`src/rtl/rped_pkg.sv`:
```
// ----------------------------------------------------------------------------
// RSA private exponent derivation package
// Shared widths, the controller state type, datapath operation codes and the
// status bundle that the datapath returns to the controller.
// ----------------------------------------------------------------------------
package rped_pkg;

  // Width of the shared divider and of the Bezout coefficient registers.
  localparam int unsigned DataW  = 64;
  // Width of the lcm and of the private exponent result.
  localparam int unsigned LamW   = 62;
  // Width of the public exponent register and of each prime field.
  localparam int unsigned ExpW   = 31;
  localparam int unsigned FieldW = 31;
  // Divider step counter width (DataW steps).
  localparam int unsigned CntW   = 6;

  localparam logic [ExpW-1:0] ExpReset = 31'd65537;

  // Controller states.
  typedef enum logic [3:0] {
    ST_IDLE,
    ST_CHECK,
    ST_GCD_TEST,
    ST_GCD_WAIT,
    ST_LCM_WAIT,
    ST_EXT_INIT,
    ST_EXT_TEST,
    ST_EXT_WAIT,
    ST_RANGE,
    ST_MOD_WAIT,
    ST_EMIT
  } state_e;

  // Datapath operations issued by the controller.
  typedef enum logic [3:0] {
    OP_NONE,
    OP_LOAD,
    OP_ZERO_KEY,
    OP_GCD_INIT,
    OP_DIV_GCD,
    OP_GCD_STEP,
    OP_DIV_LCM,
    OP_LCM_MUL,
    OP_EXT_INIT,
    OP_DIV_EXT,
    OP_EXT_STEP,
    OP_FIX,
    OP_NEG_ZERO,
    OP_DIV_MOD,
    OP_MOD_STEP,
    OP_EMIT
  } op_e;

  // Status from the datapath to the controller.
  typedef struct packed {
    logic zero_key;  // a prime of zero or one was given
    logic y_zero;    // current Euclid divisor is zero
    logic div_done;  // divider is idle
    logic d_neg;     // coefficient is negative
    logic d_ge_lam;  // coefficient is not below the lcm
  } dp_status_t;

endpackage

```
`src/rtl/rped_div.sv`:
```
// ----------------------------------------------------------------------------
// Radix-2 restoring divider
// Produces one quotient bit per cycle, DataW quotient bits in all. Alongside, it forms
// the product of the quotient and a multiplicand, modulo 2^DataW, by shift
// and add on the quotient bits as they appear.
// ----------------------------------------------------------------------------
module rped_div (
  input  logic                       clk_i,
  input  logic                       rst_ni,
  input  logic                       start_i,
  input  logic [rped_pkg::DataW-1:0] dividend_i,
  input  logic [rped_pkg::DataW-1:0] divisor_i,
  input  logic [rped_pkg::DataW-1:0] mult_i,
  output logic [rped_pkg::DataW-1:0] quo_o,
  output logic [rped_pkg::DataW-1:0] rem_o,
  output logic [rped_pkg::DataW-1:0] prod_o,
  output logic                       busy_o
);

  logic [rped_pkg::DataW-1:0] rem_q, rem_d, quo_q, quo_d, dsr_q, dsr_d;
  logic [rped_pkg::DataW-1:0] prod_q, prod_d, mult_q, mult_d;
  logic [rped_pkg::CntW-1:0]  cnt_q, cnt_d;
  logic                       busy_q, busy_d;
  logic [rped_pkg::DataW:0]   shifted, diff;
  logic                       qbit;

  // One restoring step: shift in the next dividend bit and try the subtract.
  always_comb begin
    shifted = {rem_q, quo_q[rped_pkg::DataW-1]};
    diff    = shifted - {1'b0, dsr_q};
    qbit    = ~diff[rped_pkg::DataW];
  end

  // Next state of the divider registers.
  always_comb begin
    rem_d  = rem_q;
    quo_d  = quo_q;
    dsr_d  = dsr_q;
    prod_d = prod_q;
    mult_d = mult_q;
    cnt_d  = cnt_q;
    busy_d = busy_q;
    if (start_i) begin
      rem_d  = '0;
      quo_d  = dividend_i;
      dsr_d  = divisor_i;
      prod_d = '0;
      mult_d = mult_i;
      cnt_d  = '1;
      busy_d = 1'b1;
    end else if (busy_q) begin
      rem_d  = qbit ? diff[rped_pkg::DataW-1:0] : shifted[rped_pkg::DataW-1:0];
      quo_d  = {quo_q[rped_pkg::DataW-2:0], qbit};
      prod_d = {prod_q[rped_pkg::DataW-2:0], 1'b0} + (qbit ? mult_q : '0);
      cnt_d  = cnt_q - 1'b1;
      busy_d = (cnt_q != '0);
    end
  end

  // Control registers.
  always_ff @(posedge clk_i or negedge rst_ni) begin
    if (!rst_ni) begin
      busy_q <= 1'b0;
      cnt_q  <= '0;
    end else begin
      busy_q <= busy_d;
      cnt_q  <= cnt_d;
    end
  end

  // Payload registers.
  always_ff @(posedge clk_i) begin
    rem_q  <= rem_d;
    quo_q  <= quo_d;
    dsr_q  <= dsr_d;
    prod_q <= prod_d;
    mult_q <= mult_d;
  end

  assign quo_o  = quo_q;
  assign rem_o  = rem_q;
  assign prod_o = prod_q;
  assign busy_o = busy_q;

endmodule

```
`src/rtl/rped_dp.sv`:
```
// ----------------------------------------------------------------------------
// RSA private exponent datapath
// Holds the Euclid operands, the Bezout coefficients, the lcm and the result
// register, and owns the shared divider. Every change is driven by one
// operation code from the controller.
// ----------------------------------------------------------------------------
module rped_dp #(
  parameter int unsigned PRIME_BITS = 31
) (
  input  logic                        clk_i,
  input  logic                        rst_ni,
  input  rped_pkg::op_e               op_i,
  input  logic [rped_pkg::FieldW-1:0] prime_p_i,
  input  logic [rped_pkg::FieldW-1:0] prime_q_i,
  input  logic [rped_pkg::ExpW-1:0]   exp_i,
  output rped_pkg::dp_status_t        status_o,
  output logic [rped_pkg::LamW-1:0]   private_exponent_o,
  output logic                        key_too_small_o,
  output logic                        not_invertible_o
);

  localparam int unsigned DW = rped_pkg::DataW;
  localparam int unsigned LW = rped_pkg::LamW;

  logic [PRIME_BITS-1:0] p_m, q_m;
  logic [PRIME_BITS-1:0] a_q, a_d, b_q, b_d;
  logic [DW-1:0]         x_q, x_d, y_q, y_d, t_q, t_d, ot_q, ot_d;
  logic [LW-1:0]         lam_q, lam_d;
  logic                  bad_q, bad_d;
  logic [LW-1:0]         res_d_q, res_d_d;
  logic                  res_small_q, res_small_d, res_bad_q, res_bad_d;
  logic [2*PRIME_BITS-1:0] lcm_prod;

  logic          div_start;
  logic [DW-1:0] div_dvd, div_dsr, div_quo, div_rem, div_prod;
  logic          div_busy;

  assign p_m = prime_p_i[PRIME_BITS-1:0];
  assign q_m = prime_q_i[PRIME_BITS-1:0];

  // The lcm product, registered into lam_q.
  assign lcm_prod = div_quo[PRIME_BITS-1:0] * b_q;

  // Divider operand selection.
  always_comb begin
    div_start = 1'b0;
    div_dvd   = x_q;
    div_dsr   = y_q;
    case (op_i)
      rped_pkg::OP_DIV_GCD, rped_pkg::OP_DIV_EXT: begin
        div_start = 1'b1;
      end
      rped_pkg::OP_DIV_LCM: begin
        div_start = 1'b1;
        div_dvd   = DW'(a_q);
        div_dsr   = x_q;
      end
      rped_pkg::OP_DIV_MOD: begin
        div_start = 1'b1;
        div_dvd   = ot_q;
        div_dsr   = DW'(lam_q);
      end
      default: begin
        div_start = 1'b0;
      end
    endcase
  end

  rped_div u_div (
    .clk_i      (clk_i),
    .rst_ni     (rst_ni),
    .start_i    (div_start),
    .dividend_i (div_dvd),
    .divisor_i  (div_dsr),
    .mult_i     (t_q),
    .quo_o      (div_quo),
    .rem_o      (div_rem),
    .prod_o     (div_prod),
    .busy_o     (div_busy)
  );

  // Register updates per operation.
  always_comb begin
    a_d         = a_q;
    b_d         = b_q;
    x_d         = x_q;
    y_d         = y_q;
    t_d         = t_q;
    ot_d        = ot_q;
    lam_d       = lam_q;
    bad_d       = bad_q;
    res_d_d     = res_d_q;
    res_small_d = res_small_q;
    res_bad_d   = res_bad_q;
    case (op_i)
      rped_pkg::OP_LOAD: begin
        // A prime of zero saturates p-1 at zero.
        a_d = (p_m == '0) ? '0 : p_m - 1'b1;
        b_d = (q_m == '0) ? '0 : q_m - 1'b1;
      end
      rped_pkg::OP_ZERO_KEY: begin
        lam_d = '0;
        ot_d  = '0;
        bad_d = 1'b1;
      end
      rped_pkg::OP_GCD_INIT: begin
        x_d = DW'(a_q);
        y_d = DW'(b_q);
      end
      rped_pkg::OP_GCD_STEP, rped_pkg::OP_MOD_STEP: begin
        if (op_i == rped_pkg::OP_GCD_STEP) begin
          x_d = y_q;
          y_d = div_rem;
        end else begin
          ot_d = div_rem;
        end
      end
      rped_pkg::OP_LCM_MUL: begin
        lam_d = LW'(lcm_prod);
      end
      rped_pkg::OP_EXT_INIT: begin
        x_d  = DW'(lam_q);
        y_d  = DW'(exp_i);
        t_d  = DW'(1);
        ot_d = '0;
      end
      rped_pkg::OP_EXT_STEP: begin
        x_d  = y_q;
        y_d  = div_rem;
        ot_d = t_q;
        t_d  = ot_q - div_prod;
      end
      rped_pkg::OP_FIX: begin
        bad_d = (x_q != DW'(1));
        ot_d  = ot_q[DW-1] ? ot_q + DW'(lam_q) : ot_q;
      end
      rped_pkg::OP_NEG_ZERO: begin
        ot_d = '0;
      end
      rped_pkg::OP_EMIT: begin
        res_d_d     = ot_q[LW-1:0];
        res_small_d = (lam_q <= LW'(exp_i));
        res_bad_d   = bad_q;
      end
      default: begin
        a_d = a_q;
      end
    endcase
  end

  // Payload registers.
  always_ff @(posedge clk_i) begin
    a_q         <= a_d;
    b_q         <= b_d;
    x_q         <= x_d;
    y_q         <= y_d;
    t_q         <= t_d;
    ot_q        <= ot_d;
    lam_q       <= lam_d;
    bad_q       <= bad_d;
    res_d_q     <= res_d_d;
    res_small_q <= res_small_d;
    res_bad_q   <= res_bad_d;
  end

  // Status back to the controller.
  always_comb begin
    status_o.zero_key = (a_q == '0) || (b_q == '0);
    status_o.y_zero   = (y_q == '0);
    status_o.div_done = ~div_busy;
    status_o.d_neg    = ot_q[DW-1];
    status_o.d_ge_lam = (ot_q >= DW'(lam_q));
  end

  assign private_exponent_o = res_d_q;
  assign key_too_small_o    = res_small_q;
  assign not_invertible_o   = res_bad_q;

endmodule

```
`src/rtl/rped_ctrl.sv`:
```
// ----------------------------------------------------------------------------
// RSA private exponent controller
// Sequences the gcd, the lcm, the extended Euclid loop and the final range
// correction, and manages the input and output handshakes.
// ----------------------------------------------------------------------------
module rped_ctrl (
  input  logic                 clk_i,
  input  logic                 rst_ni,
  input  logic                 in_valid_i,
  output logic                 in_ready_o,
  output logic                 out_valid_o,
  input  logic                 out_ready_i,
  input  rped_pkg::dp_status_t status_i,
  output rped_pkg::op_e        op_o
);

  rped_pkg::state_e state_q, state_d;
  logic             out_valid_q, out_valid_d;
  logic             out_free;

  assign out_free = ~out_valid_q | out_ready_i;

  // Next state.
  always_comb begin
    state_d = state_q;
    case (state_q)
      rped_pkg::ST_IDLE:     if (in_valid_i) state_d = rped_pkg::ST_CHECK;
      rped_pkg::ST_CHECK: begin
        state_d = status_i.zero_key ? rped_pkg::ST_EMIT : rped_pkg::ST_GCD_TEST;
      end
      rped_pkg::ST_GCD_TEST: begin
        state_d = status_i.y_zero ? rped_pkg::ST_LCM_WAIT : rped_pkg::ST_GCD_WAIT;
      end
      rped_pkg::ST_GCD_WAIT: if (status_i.div_done) state_d = rped_pkg::ST_GCD_TEST;
      rped_pkg::ST_LCM_WAIT: if (status_i.div_done) state_d = rped_pkg::ST_EXT_INIT;
      rped_pkg::ST_EXT_INIT: state_d = rped_pkg::ST_EXT_TEST;
      rped_pkg::ST_EXT_TEST: begin
        state_d = status_i.y_zero ? rped_pkg::ST_RANGE : rped_pkg::ST_EXT_WAIT;
      end
      rped_pkg::ST_EXT_WAIT: if (status_i.div_done) state_d = rped_pkg::ST_EXT_TEST;
      rped_pkg::ST_RANGE: begin
        if (!status_i.d_neg && status_i.d_ge_lam) state_d = rped_pkg::ST_MOD_WAIT;
        else                                      state_d = rped_pkg::ST_EMIT;
      end
      rped_pkg::ST_MOD_WAIT: if (status_i.div_done) state_d = rped_pkg::ST_EMIT;
      rped_pkg::ST_EMIT:     if (out_free) state_d = rped_pkg::ST_IDLE;
      default:               state_d = rped_pkg::ST_IDLE;
    endcase
  end

  // Outputs: datapath operation and input ready.
  always_comb begin
    op_o       = rped_pkg::OP_NONE;
    in_ready_o = 1'b0;
    case (state_q)
      rped_pkg::ST_IDLE: begin
        in_ready_o = 1'b1;
        if (in_valid_i) op_o = rped_pkg::OP_LOAD;
      end
      rped_pkg::ST_CHECK: begin
        op_o = status_i.zero_key ? rped_pkg::OP_ZERO_KEY : rped_pkg::OP_GCD_INIT;
      end
      rped_pkg::ST_GCD_TEST: begin
        op_o = status_i.y_zero ? rped_pkg::OP_DIV_LCM : rped_pkg::OP_DIV_GCD;
      end
      rped_pkg::ST_GCD_WAIT: if (status_i.div_done) op_o = rped_pkg::OP_GCD_STEP;
      rped_pkg::ST_LCM_WAIT: if (status_i.div_done) op_o = rped_pkg::OP_LCM_MUL;
      rped_pkg::ST_EXT_INIT: op_o = rped_pkg::OP_EXT_INIT;
      rped_pkg::ST_EXT_TEST: begin
        op_o = status_i.y_zero ? rped_pkg::OP_FIX : rped_pkg::OP_DIV_EXT;
      end
      rped_pkg::ST_EXT_WAIT: if (status_i.div_done) op_o = rped_pkg::OP_EXT_STEP;
      rped_pkg::ST_RANGE: begin
        if (status_i.d_neg)         op_o = rped_pkg::OP_NEG_ZERO;
        else if (status_i.d_ge_lam) op_o = rped_pkg::OP_DIV_MOD;
      end
      rped_pkg::ST_MOD_WAIT: if (status_i.div_done) op_o = rped_pkg::OP_MOD_STEP;
      rped_pkg::ST_EMIT:     if (out_free) op_o = rped_pkg::OP_EMIT;
      default:               op_o = rped_pkg::OP_NONE;
    endcase
  end

  // Output valid: set when a result is loaded, cleared when it is taken.
  always_comb begin
    out_valid_d = out_valid_q;
    if (out_ready_i) out_valid_d = 1'b0;
    if (op_o == rped_pkg::OP_EMIT) out_valid_d = 1'b1;
  end

  always_ff @(posedge clk_i or negedge rst_ni) begin
    if (!rst_ni) begin
      state_q     <= rped_pkg::ST_IDLE;
      out_valid_q <= 1'b0;
    end else begin
      state_q     <= state_d;
      out_valid_q <= out_valid_d;
    end
  end

  assign out_valid_o = out_valid_q;

`ifndef SYNTH
  // An accepted item always starts at the key check.
  a_accept_check: assert property (@(posedge clk_i) disable iff (!rst_ni)
    (in_valid_i && in_ready_o) |=> (state_q == rped_pkg::ST_CHECK))
    else $error("accepted item did not enter the key check");

  // A division that was just started is never reported finished.
  a_div_busy: assert property (@(posedge clk_i) disable iff (!rst_ni)
    (op_o == rped_pkg::OP_DIV_GCD || op_o == rped_pkg::OP_DIV_EXT ||
     op_o == rped_pkg::OP_DIV_LCM || op_o == rped_pkg::OP_DIV_MOD)
    |=> !status_i.div_done)
    else $error("divider reported done right after start");

  // Loading a result always raises the output valid.
  a_emit_valid: assert property (@(posedge clk_i) disable iff (!rst_ni)
    (op_o == rped_pkg::OP_EMIT) |=> out_valid_q)
    else $error("result loaded without output valid");
`endif

endmodule

```
`src/rtl/rsa_private_exponent_derive_unit.sv`:
```
// The Euclid steps share the radix-2 divider, one quotient bit per cycle; a
// prime of zero or one goes straight to the result, other items run the gcd,
// the lcm division, the extended Euclid loop and the final reduction.
// Throughput: one item at a time; the next item is taken once the result
// sits in the output register. Reset is asynchronous and active low; it
// clears the controller and loads the exponent register with 65537.
// ----------------------------------------------------------------------------
// RSA private exponent derivation unit
// Forms L = lcm(p-1, q-1) and returns d = e^-1 mod L with small-key and
// non-invertible flags; e is set through the register port.
// ----------------------------------------------------------------------------
module rsa_private_exponent_derive_unit #(
  parameter int unsigned PRIME_BITS = 31
) (
  input  logic        clk_i,
  input  logic        rst_ni,
  // Input stream.
  input  logic        s_axis_tvalid_i,
  output logic        s_axis_tready_o,
  input  logic [63:0] s_axis_tdata_i,   // prime_p [30:0], prime_q [61:31], zero pad
  // Output stream.
  output logic        m_axis_tvalid_o,
  input  logic        m_axis_tready_i,
  output logic [63:0] m_axis_tdata_o,   // private_exponent [61:0], zero pad
  output logic [1:0]  m_axis_tuser_o,   // key_too_small [0], not_invertible [1]
  // Register port.
  input  logic        psel,
  input  logic        penable,
  input  logic        pwrite,
  input  logic [2:0]  paddr,
  input  logic [31:0] pwdata,
  output logic [31:0] prdata,
  output logic        pready
);

  localparam logic [2:0] AddrExp = 3'd0;

  logic [rped_pkg::ExpW-1:0] exp_q, exp_d;
  rped_pkg::op_e             op;
  rped_pkg::dp_status_t      status;
  logic [rped_pkg::LamW-1:0] priv_exp;
  logic                      key_small, not_inv;

  // Public exponent register.
  always_comb begin
    exp_d = exp_q;
    if (psel && penable && pwrite && paddr == AddrExp) exp_d = pwdata[rped_pkg::ExpW-1:0];
  end

  always_ff @(posedge clk_i or negedge rst_ni) begin
    if (!rst_ni) begin
      exp_q <= rped_pkg::ExpReset;
    end else begin
      exp_q <= exp_d;
    end
  end

  assign pready = 1'b1;
  assign prdata = (paddr == AddrExp) ? {1'b0, exp_q} : '0;

  rped_ctrl u_ctrl (
    .clk_i       (clk_i),
    .rst_ni      (rst_ni),
    .in_valid_i  (s_axis_tvalid_i),
    .in_ready_o  (s_axis_tready_o),
    .out_valid_o (m_axis_tvalid_o),
    .out_ready_i (m_axis_tready_i),
    .status_i    (status),
    .op_o        (op)
  );

  rped_dp #(
    .PRIME_BITS (PRIME_BITS)
  ) u_dp (
    .clk_i              (clk_i),
    .rst_ni             (rst_ni),
    .op_i               (op),
    .prime_p_i          (s_axis_tdata_i[30:0]),
    .prime_q_i          (s_axis_tdata_i[61:31]),
    .exp_i              (exp_q),
    .status_o           (status),
    .private_exponent_o (priv_exp),
    .key_too_small_o    (key_small),
    .not_invertible_o   (not_inv)
  );

  assign m_axis_tdata_o = {2'b00, priv_exp};
  assign m_axis_tuser_o = {not_inv, key_small};

endmodule
```
`config.mk`:
```
export PLATFORM = sky130hd
export DESIGN_NAME = rsa_private_exponent_derive_unit
export DESIGN_NICKNAME = d
export VERILOG_FILES = /design/src/rtl/rped_pkg.sv /design/src/rtl/rped_div.sv /design/src/rtl/rped_dp.sv /design/src/rtl/rped_ctrl.sv /design/src/rtl/rsa_private_exponent_derive_unit.sv
export SDC_FILE = /design/constraint.sdc
export NUM_CORES = 2
export LEC_CHECK = 0
export BUFFER_PORTS_ARGS = -buffer_cell sky130_fd_sc_hd__buf_2
export CAP_MARGIN = 5
export CORE_MARGIN = 3
export CORE_UTILIZATION = 55
export CTS_CLUSTER_DIAMETER = 40
export CTS_CLUSTER_SIZE = 12
export DETAILED_ROUTE_END_ITERATION = 12
export PLACE_DENSITY = 0.82
export SYNTH_ARGS = -nofsm -noshare
export SYNTH_HDL_FRONTEND = slang
export SYNTH_SLANG_ARGS = --single-unit
```
`constraint.sdc`:
```
create_clock -name clk_i -period 15.7 [get_ports clk_i]
set_clock_uncertainty 0.05 [all_clocks]
set_input_delay 0.785 -clock clk_i [delete_from_list [all_inputs] [get_ports clk_i]]
set_output_delay 0.785 -clock clk_i [all_outputs]
set_load 0.05 [all_outputs]
```
==> reports/qor.yml <==
run_status:
  outcome: "complete, no violations"
sta:
  drv_slew: 0
  setup_violations: 0
  period_minus_slack_ns: 10.10
  fmax_ghz: 0.0990
  rsz0062_at_grt: "no"
  slew_headroom: 0.128
  fin_crit_sh: 0.643
  max_slew.worst_pin.slew_ns: 1.30
  final_hold_viol_count: 0
  setup_tns_ns: 0
cts:
  cts_tree: "built"
  clock_latency_ns: 0.77
  cts_max_level: 4
  path_clk_slew_ns: 0.06
  clockBufferDepth: 3
  cts.hold.buffers_added: 0
  cts_buffers: 137
  clock_sinks: 808
  postCtsSetupRepairBufs: 0
  cts_resized: 0
  cts_root_buffer: "clkbuf_16"
layout:
  final_common_cell: "inv_1"
  drive_gt1_frac: 0.0702
  final_cell_mix: "1101 x inv_1, 988 x nand2_1, 841 x fa_1"
  fin_nets: 10206
  syn2layout_area_growth_pct: 8.76
  fin_area_um2: 88600
synthesis:
  synth_fa_ha_area_frac: 0.299
  synth_top_family_by_area: "adder cells"
  synth_edf_count: 637
  yosysTopAreaCellShare: 0.235
  synthXorXnorAreaFrac: 0.0358
  synth.ff_latch_count: 808
  synth.cell_area_um2: 81500
  synthMuxAreaShare: 0.0148
  synth-simple-area-share: 0.164
  synthTopCellsByArea: "edfxtp_1 23%, fa_1 21%, ha_1 9.3%"
  synth_compound_gate_area_share: 0.133
  syn_inst: 8685
  syn-mean-instance-area_um2: 9.38
  ys_async_sr_fraction: 0.0532
  synth-main-ff-cell: "edfxtp_1"
  yosysTopAreaCell: "edfxtp_1"
  synth_warnings: 0
  ys_seq_area_frac: 0.279
  ys_types: 96
global_route:
  antenna_found_initial: 6
  overflow: 0
  grt_pass1_vias: 67620
  grt_max_degree: 149
  grt_pass1_wl_um: 402000
  gr-usage-all-layers: 0.346
worst_setup_path:
  worst_setup_path_end_kind: "flop"
  r2r_slack_ns: 5.60
  r2r_start: "u_dp.b_q[5]"
  critPathLaunchType: "flop"
  path_class: "flop to flop"
  critical_path_arrival_ns: 10.62
  r2r-end: "u_dp.lam_q[59]"
  ff2ff_path_depth: 24
  crit_fanout: 33
  cp.required_ns: 16.22
die:
  die-area_um2: 153000
  ioPinCount: 207
  core_um2: 146000
  initial_core_util: 0.556
  die_height_um: 391
  row_count: 140
  dieWidth_um: 391
drt:
  drtAntennaViolNets: 0
  wirelength_um: 265000
  wl_per_cell_um: 24.8
  viasPerCell: 6.22
  firstDrtPassIters: 9
  drc_errors: 0
  drt_iter0_markers: 7211
  via_count: 66429
worst_hold_path:
  min_path_type: "input pin to async pin"
place:
  dpl_cell_area_um2: 84000
  dpl.hpwl_um: 201000
  place_congestion: 1.02
  io_buffer_count: 199
flow_run:
  max-cap-violations: 0
-- through the flow --
step,hold WS (ns),cells,worst slack [ns],utilization
6_report,0.145,10684,5.60,0.605
3_3_place_gp,0.377,10433,5.81,0.574
4_1_cts,0.129,10682,5.59,0.605
2_1_floorplan,0.350,8687,6.53,-
3_5_place_dp,0.386,10433,5.66,0.574
5_1_grt,0.162,10683,5.35,0.605
-- sequential cells by signal (all words and copies together) (netlist names), 62 cells and up --
register,cells
u_dp.u_div.rem_o,64
u_dp.u_div.dsr_q,64
u_dp.y_q,64
u_dp.lam_q,62
u_dp.x_q,64
u_dp.u_div.quo_o,64
u_dp.t_q,64
u_dp.u_div.mult_q,64
u_dp.private_exponent_o,62
u_dp.ot_q,64
u_dp.u_div.prod_o,64
-- cells in the mapped netlist (29+ instances only) --
master / n
dfxtp_1: 128
a21oi_1: 447
edfxtp_1: 637
a221o_1: 69
nand2b_1: 52
nand3_1: 78
o211ai_1: 54
a31oi_1: 77
xnor2_1: 215
nand2_1: 991
a211oi_1: 46
o31ai_1: 56
nor4_1: 88
a21o_1: 184
o21bai_1: 47
nor3_1: 141
a22o_1: 35
or3_1: 29
inv_1: 1101
and2_1: 669
nand4_1: 72
fa_1: 841
ha_1: 603
xor2_1: 118
and3_1: 37
clkbuf_1: 416
a22oi_1: 116
o21ai_0: 311
buf_2: 49
dfrtp_1: 41
mux2i_1: 117
nor2_1: 480
nor2b_1: 52
-- cells by family after synthesis --
| family | after synthesis |
|---|---|
| other | 2 |
| muxes | 120 |
| buffers and inverters | 1583 |
| and+or+nand+nor | 2748 |
| adders and majority gates | 1444 |
| DFF | 808 |
| AOI/OAI and AO/OA | 1647 |
| xor gates and xnor gates | 333 |
-- worst max path at each step --
stage / start / endpoint / slack (ns) / cells after the start
detailed placement: u_dp.b_q[11] / u_dp.lam_q[59] / 5.66 / 24
CTS: u_dp.b_q[11] / u_dp.lam_q[59] / 5.59 / 24
floorplan: u_dp.lam_q[50] / u_dp.x_q[0] / 6.53 / 16
global route: u_dp.b_q[5] / u_dp.lam_q[59] / 5.35 / 24
finish: u_dp.b_q[5] / u_dp.lam_q[59] / 5.60 / 24
global placement: u_dp.b_q[11] / u_dp.lam_q[59] / 5.81 / 24
-- critical path, cell delays in order, from the launching register on --
cell	delay (ns)
edfxtp_1	1.21
and2_1	0.29
fa_1	0.45
fa_1	0.47
fa_1	0.56
inv_1	0.05
fa_1	0.48
inv_1	0.05
fa_1	0.49
fa_1	0.58
fa_1	0.43
fa_1	0.45
ha_1	0.35
inv_1	0.10
o31ai_1	0.54
nand3_1	0.30
a211oi_1	0.68
a211oi_1	0.24
o41ai_1	0.82
nor2_1	0.16
o21ai_0	0.44
a41o_1	0.27
nand4_1	0.12
a21o_1	0.19
a21oi_1	0.13
-- layer usage --
metal  vias up  track usage  part of all wire
li1      29164            -                 -
met1     32589        0.476              0.40
met2      3965        0.517              0.43
met3       709       0.0902              0.12
met4         2        0.151             0.049
met5         -            0          0.000026
-- final cells by class --
type	count	area [um2]
Fill cell	12020	57800
Multi-Input combinational cell	6296	52900
Sequential cell	808	22800
Inverter	1103	4150
Clock buffer	159	3580
Tap cell	1917	2400
Timing Repair Buffer	310	1850
Clock inverter	90	1010
Antenna cell	1	2.50
Power is not shown: default switching activity piles up to over one toggle a cycle in this logic, so the estimate is an artifact.
